<file path="src/hdl/dtq_pkg.sv">
// dtq_pkg: shared constants, request codes, controller states and the
// command and status bundles between the deadline timer queue controller and datapath
// no dependencies
`timescale 1ns / 1ps

package dtq_pkg;

   // table geometry and field widths
   localparam int NUM_EVENTS = 64;
   localparam int TIME_BITS  = 63;
   localparam int ID_BITS    = 6;
   localparam int TYPE_BITS  = 2;
   localparam int ORDER_BITS = 32;

   // the scan reads one row of LANES slots per cycle
   localparam int LANES     = 4;
   localparam int LANE_BITS = $clog2(LANES);
   localparam int PAIRS     = LANES / 2;
   localparam int ROWS      = (NUM_EVENTS + LANES - 1) / LANES;
   localparam int ROW_BITS  = (ROWS > 1) ? $clog2(ROWS) : 1;
   localparam int SLOT_BITS = ROW_BITS + LANE_BITS;
   localparam int SLOTS     = ROWS * LANES;

   // one key width serves both the deadline and the age ranking
   localparam int KEY_BITS = (TIME_BITS > ORDER_BITS) ? TIME_BITS : ORDER_BITS;

   // stream word widths
   localparam int REQ_TDATA_BITS = ((ID_BITS + TIME_BITS + 7) / 8) * 8;
   localparam int RSP_FIELD_BITS = 1 + ID_BITS + 1 + 1 + TIME_BITS;
   localparam int RSP_TDATA_BITS = ((RSP_FIELD_BITS + 7) / 8) * 8;

   // request codes
   typedef enum logic [TYPE_BITS-1:0] {
      REQ_ADD    = 2'd0,
      REQ_DETACH = 2'd1,
      REQ_POP    = 2'd2,
      REQ_QUERY  = 2'd3
   } req_kind_type;

   // controller states
   typedef enum logic [2:0] {
      ST_IDLE,
      ST_APPLY,
      ST_POP_SCAN,
      ST_POP_COMMIT,
      ST_MIN_SCAN,
      ST_MIN_COMMIT,
      ST_OUT
   } state_type;

   // one candidate slot in the scan tree
   typedef struct packed {
      logic                 v;
      logic [KEY_BITS-1:0]  key;
      logic [SLOT_BITS-1:0] slot;
   } cand_type;

   // controller to datapath
   typedef struct packed {
      logic load_req;
      logic apply_req;
      logic start_pass;
      logic pass_pop;
      logic pop_commit;
      logic min_commit;
      logic out_load;
   } ctl_cmd_type;

   // datapath to controller
   typedef struct packed {
      logic pop_due;
      logic pass_done;
      logic out_free;
   } ctl_stat_type;

endpackage

</file>
<file path="src/hdl/dtq_ctrl.sv">
// dtq_ctrl: sequencing state machine of the deadline timer queue
// depends on dtq_pkg
`timescale 1ns / 1ps

module dtq_ctrl
   import dtq_pkg::*;
(
   input  logic         clock,
   input  logic         reset,
   input  logic         req_tvalid,
   output logic         req_tready,
   input  ctl_stat_type stat,
   output ctl_cmd_type  cmd
);

   state_type state_ff;
   state_type state_in;

   // state register
   always_ff @(posedge clock) begin
      if (reset) begin
         state_ff <= ST_IDLE;
      end else begin
         state_ff <= state_in;
      end
   end

   // next state
   always_comb begin
      state_in = state_ff;
      case (state_ff)
         ST_IDLE: begin
            if (req_tvalid) begin
               state_in = ST_APPLY;
            end
         end
         ST_APPLY: begin
            state_in = stat.pop_due ? ST_POP_SCAN : ST_MIN_SCAN;
         end
         ST_POP_SCAN: begin
            if (stat.pass_done) begin
               state_in = ST_POP_COMMIT;
            end
         end
         ST_POP_COMMIT: begin
            state_in = ST_MIN_SCAN;
         end
         ST_MIN_SCAN: begin
            if (stat.pass_done) begin
               state_in = ST_MIN_COMMIT;
            end
         end
         ST_MIN_COMMIT: begin
            state_in = ST_OUT;
         end
         ST_OUT: begin
            if (stat.out_free) begin
               state_in = ST_IDLE;
            end
         end
         default: begin
            state_in = ST_IDLE;
         end
      endcase
   end

   // command outputs
   always_comb begin
      cmd        = '0;
      req_tready = 1'b0;
      case (state_ff)
         ST_IDLE: begin
            req_tready   = 1'b1;
            cmd.load_req = req_tvalid;
         end
         ST_APPLY: begin
            cmd.apply_req  = 1'b1;
            cmd.start_pass = 1'b1;
            cmd.pass_pop   = stat.pop_due;
         end
         ST_POP_COMMIT: begin
            cmd.pop_commit = 1'b1;
            cmd.start_pass = 1'b1;
         end
         ST_MIN_COMMIT: begin
            cmd.min_commit = 1'b1;
         end
         ST_OUT: begin
            cmd.out_load = stat.out_free;
         end
         default: begin
            cmd = '0;
         end
      endcase
   end

endmodule

</file>
<file path="config.mk">
export PLATFORM = sky130hd
export DESIGN_NAME = dtq_ctrl
export DESIGN_NICKNAME = d
export VERILOG_FILES = /design/src/hdl/dtq_pkg.sv /design/src/hdl/dtq_ctrl.sv
export SDC_FILE = /design/constraint.sdc
export NUM_CORES = 1
export LEC_CHECK = 0
export BUFFER_PORTS_ARGS = -buffer_cell sky130_fd_sc_hd__buf_2
export CAP_MARGIN = 20
export CORE_AREA = 5 5 42 44
export DETAILED_ROUTE_END_ITERATION = 10
export DIE_AREA = 0 0 47 49
export GPL_TIMING_DRIVEN = 1
export REMOVE_ABC_BUFFERS = 1
export SETUP_SLACK_MARGIN = 0.2
export SKIP_LAST_GASP = 1
export SLEW_MARGIN = 10
export SYNTH_ARGS = -nofsm -noshare
export SYNTH_HDL_FRONTEND = slang
export SYNTH_SLANG_ARGS = --single-unit
</file>
<file path="constraint.sdc">
create_clock -name clock -period 2.41 [get_ports clock]
set_input_delay 0.3615 -clock clock [delete_from_list [all_inputs] [get_ports clock]]
set_output_delay 0.3615 -clock clock [all_outputs]
set_load 0.01 [all_outputs]
</file>
Word level (Yosys, flattened, before mapping)
Cells that the tools add are included.
{"block": "classes", "mul": 0, "n_shift": 0, "magnitude_cmp": 0, "bitwise": 0, "add_sub_neg": 0, "eq_ne": 10, "mux": 14, "div_mod_pow": 0, "n_reduce_logical": 3}
{"operator": "3-bit case mux with 7 select lines", "count": 1}
{"operator": "3-bit 2-to-1 mux", "count": 5}
{"operator": "3-bit == test, second input constant", "count": 3}
{"operator": "1-bit 2-to-1 mux", "count": 8}
{"operator": "2-bit != test, second input constant", "count": 4}
{"operator": "3-bit by 2-bit == test with 1-bit output, second input constant", "count": 2}
{"operator": "4-bit AND reduction", "count": 1}
{"operator": "3-bit by 1-bit == test with 1-bit output, second input constant", "count": 1}
{"operator": "3-bit zero test", "count": 1}
{"operator": "2-bit OR reduction", "count": 1}
{"block": "word_totals", "reg_bits": 3, "romBits": 0, "memories": 0, "inputBits": 6, "word_cells": 28, "out_inout_bits": 8, "ram_bits": 0, "latchBits": 0}

Depth between registers and ports, before layout
{"block": "depth", "word_depth": 3, "ltp_mapped": 4, "ltp_nobuf": 3}

Worst setup path before layout
Ideal clock, no wire load.
{"block": "synth_path", "kind": "register to output", "startpoint": "register state_ff[2]", "endpoint": "output port cmd[6] in the netlist's numbering", "path_buffers": 1, "required_time_ns": 2.049, "path_stages_with_launch": 4, "arrival_time_ns": 1.021, "setup_slack_ns": 1.027, "path_cell_list": "dfxtp_1 -> buf_4 -> nor3_1 -> and2_1"}
{"item": "from (decl)", "line_no": "dtq_ctrl.sv:16", "source": "state_type state_ff;"}
{"item": "from (signal assigned)", "line_no": "dtq_ctrl.sv:24", "source": "state_ff <= state_in;"}
{"item": "to (decl)", "line_no": "dtq_ctrl.sv:13", "source": "output ctl_cmd_type cmd"}

==> impl_metrics.env <==
export IMPL_cts_buffers=3
export IMPL_ant_nets=0
export IMPL_cts_hold_buffers_added=0
export IMPL_wl_per_cell_um=10.5
export IMPL_io_pins=14
export IMPL_insertion_delay_ps=230
export IMPL_grt_pass1_wl_um=986
export IMPL_fin_nets=48
export IMPL_critical_path_class="flop to output pin"
export IMPL_viasPerCell=4.19
export IMPL_cts_sinks=3
export IMPL_ys_top_cells_by_count="a21oi_1 (3), and2_1 (3), dfxtp_1 (3)"
export IMPL_slew_headroom=0.737
export IMPL_reg_top3="state_ff x3"
export IMPL_fin_util=0.231
export IMPL_num_vias=239
export IMPL_critPathMaxFanout=10
export IMPL_setup_viol=0
export IMPL_yosysTopAreaCellShare=0.251
export IMPL_placed_area_um2=298
export IMPL_ir_drop_mv=0.149
export IMPL_initial_utilization=0.171
export IMPL_grt_max_degree=13
export IMPL_hold_path_class="input pin to flop"
export IMPL_wl_met1_um=287
export IMPL_drive_above_1_share=0.463
export IMPL_cts_resized=0
export IMPL_synth_edf_count=0
export IMPL_critPathRequiredTime_ps=2050
export IMPL_slew_viol_final=0
export IMPL_status="finished clean"
export IMPL_grt_pass1_vias=245
export IMPL_synth_seq_area_share=0.251
export IMPL_stdcell_count=57
export IMPL_fp_dieArea_um2=2300
export IMPL_ys_types=17
export IMPL_h_tree_depth=1
export IMPL_synth_compound_area_share=0.241
export IMPL_post_route_min_period_ps=1590
export IMPL_grt_usage=0.0648
export IMPL_top_layer_used="met4"
export IMPL_path_clk_slew_ps=40
export IMPL_synth_area_leaders="dfxtp_1 (25%), and2_1 (7.9%), a21oi_1 (6.3%)"
export IMPL_first_pass_iters=3
export IMPL_synth_cells=27
export IMPL_antenna_found_initial=0
export IMPL_insertedDiodeCount=0
export IMPL_yosys_area_top_type="dfxtp_1"
export IMPL_drv_cap=0
export IMPL_end_kind="output pin"
export IMPL_core_um2=1400
export IMPL_top_register="state_ff"
export IMPL_syn_area_um2=239
export IMPL_synth_mux_area_frac=0
export IMPL_grt_overflow=0
export IMPL_largest_reg_flops=3
export IMPL_stdcell_area_um2=324
export IMPL_drcViolationCount=0
export IMPL_wl_met2_um=254
export IMPL_die_h_um=49
export IMPL_fp_row_count=14
export IMPL_avgSynthCellArea_um2=8.85
export IMPL_area_growth_syn_to_layout_pct=35.6
export IMPL_fin_skew_ps=1.99
export IMPL_ys_ff_latch=3
export IMPL_totalWireLength_um=597
export IMPL_cts_setup_buffers=0
export IMPL_dp_cells=53
export IMPL_worst_pin_slew_ps=394
export IMPL_dp_hpwl_um=430
export IMPL_gp_congestion=0.719
export IMPL_async_reset_ff_frac=0
export IMPL_synth_fa_ha_area_frac=0
export IMPL_die_w_um=47
export IMPL_cts_tree="done"
export IMPL_p_leak_nw=0.164
export IMPL_cts_root_buf="clkbuf_4"
export IMPL_cts_max_path_buffers=2
export IMPL_crit_arrival_ps=1230
export IMPL_min_period_over_period=0.660
export IMPL_io_buffer_count=13
export IMPL_powerDensity_nw_per_um2=623
export IMPL_fmax_ghz=0.629
export IMPL_rsz0062_at_grt="false"
export IMPL_synthSimpleGateAreaFrac=0.398
export IMPL_drt_initial_drc_count=2
export IMPL_synth_xor_area_frac=0
export IMPL_synth_top_family_by_area="simple AND/OR/NAND/NOR gates"
export IMPL_final_hold_viol_count=0
export IMPL_finalSetupTns_ps=0
export IMPL_met3WireLength_um=33
export IMPL_start_kind="flop"
export IMPL_ys_flop_type="dfxtp_1"
export IMPL_synth_warnings=0
## layout by cell type (no fill, tap or decap)
cell type  Yosys  layout
buf_2          0      13
and2_1         3       3
a21oi_1        3       3
clkbuf_4       0       3
dfxtp_1        3       3
nor3_1         2       2
nor2b_1        2       2
nand2b_1       2       2
and3b_1        1       1
nor3b_2        1       1
and4b_1        1       1
a211oi_2       1       1
a2111oi_2      1       1
o21ai_0        1       1
or2_0          1       1
nand2_1        1       1
o211a_1        1       1
clkbuf_1       0       1
## per-stage QoR
stage	power, mW	worst slack [ps]	hold WS, ps
3_5_place_dp	0.115	1080	575
6_report	0.202	819	329
5_1_grt	0.220	729	319
4_1_cts	0.209	810	321
3_3_place_gp	0.114	1110	572
2_1_floorplan	0.0933	1070	430
## worst max-delay path: stages, from the launching register on
cell and delay [ps]:
dfxtp_1 510, nor3b_2 230, and2_1 140, buf_2 120
## per-layer routing
metal,track usage,vias to the layer above
li1,-,122
met2,0.0747,9
met5,0,-
met3,0.0111,2
met1,0.0769,106
met4,0.0968,0
## where the power goes
| group | total (mW) | switching, mW | internal, mW |
|---|---|---|---|
| logic | 0.0463 | 0.0215 | 0.0248 |
| clock network | 0.0878 | 0.0258 | 0.0620 |
| registers | 0.0678 | 0.0132 | 0.0546 |
| total | 0.202 | 0.0605 | 0.141 |
## path summary, 6_finish.rpt
path	start	end	slack, ps	depth (start not counted)
worst max-delay path	state_ff[0]$_SDFFE_PP0P_	cmd[3]	820	3
worst min-delay path	reset	state_ff[0]$_SDFFE_PP0P_	330	2
worst max register to register	state_ff[2]$_SDFFE_PP0P_	state_ff[1]$_SDFFE_PP0P_	1300	3
worst min register to register	state_ff[1]$_SDFFE_PP0P_	state_ff[1]$_SDFFE_PP0P_	620	2
## logic make-up (layout without fill, tap and decap cells)
family,Yosys count,count (layout)
AOI/OAI and AO/OA,7,7
buffers and inverters,3,17
DFF,3,3
and+or+nand+nor,14,14
## area by class of cell
type                    instances  area, um^2
clock buffers                   4        26.3
fillers                       169        1080
multi-input cells              21         153
flip-flops and latches          3        60.1
well taps                      16        20.0
repair buffers                 13        65.1
Note: power is estimated with default switching activity, not from simulation.
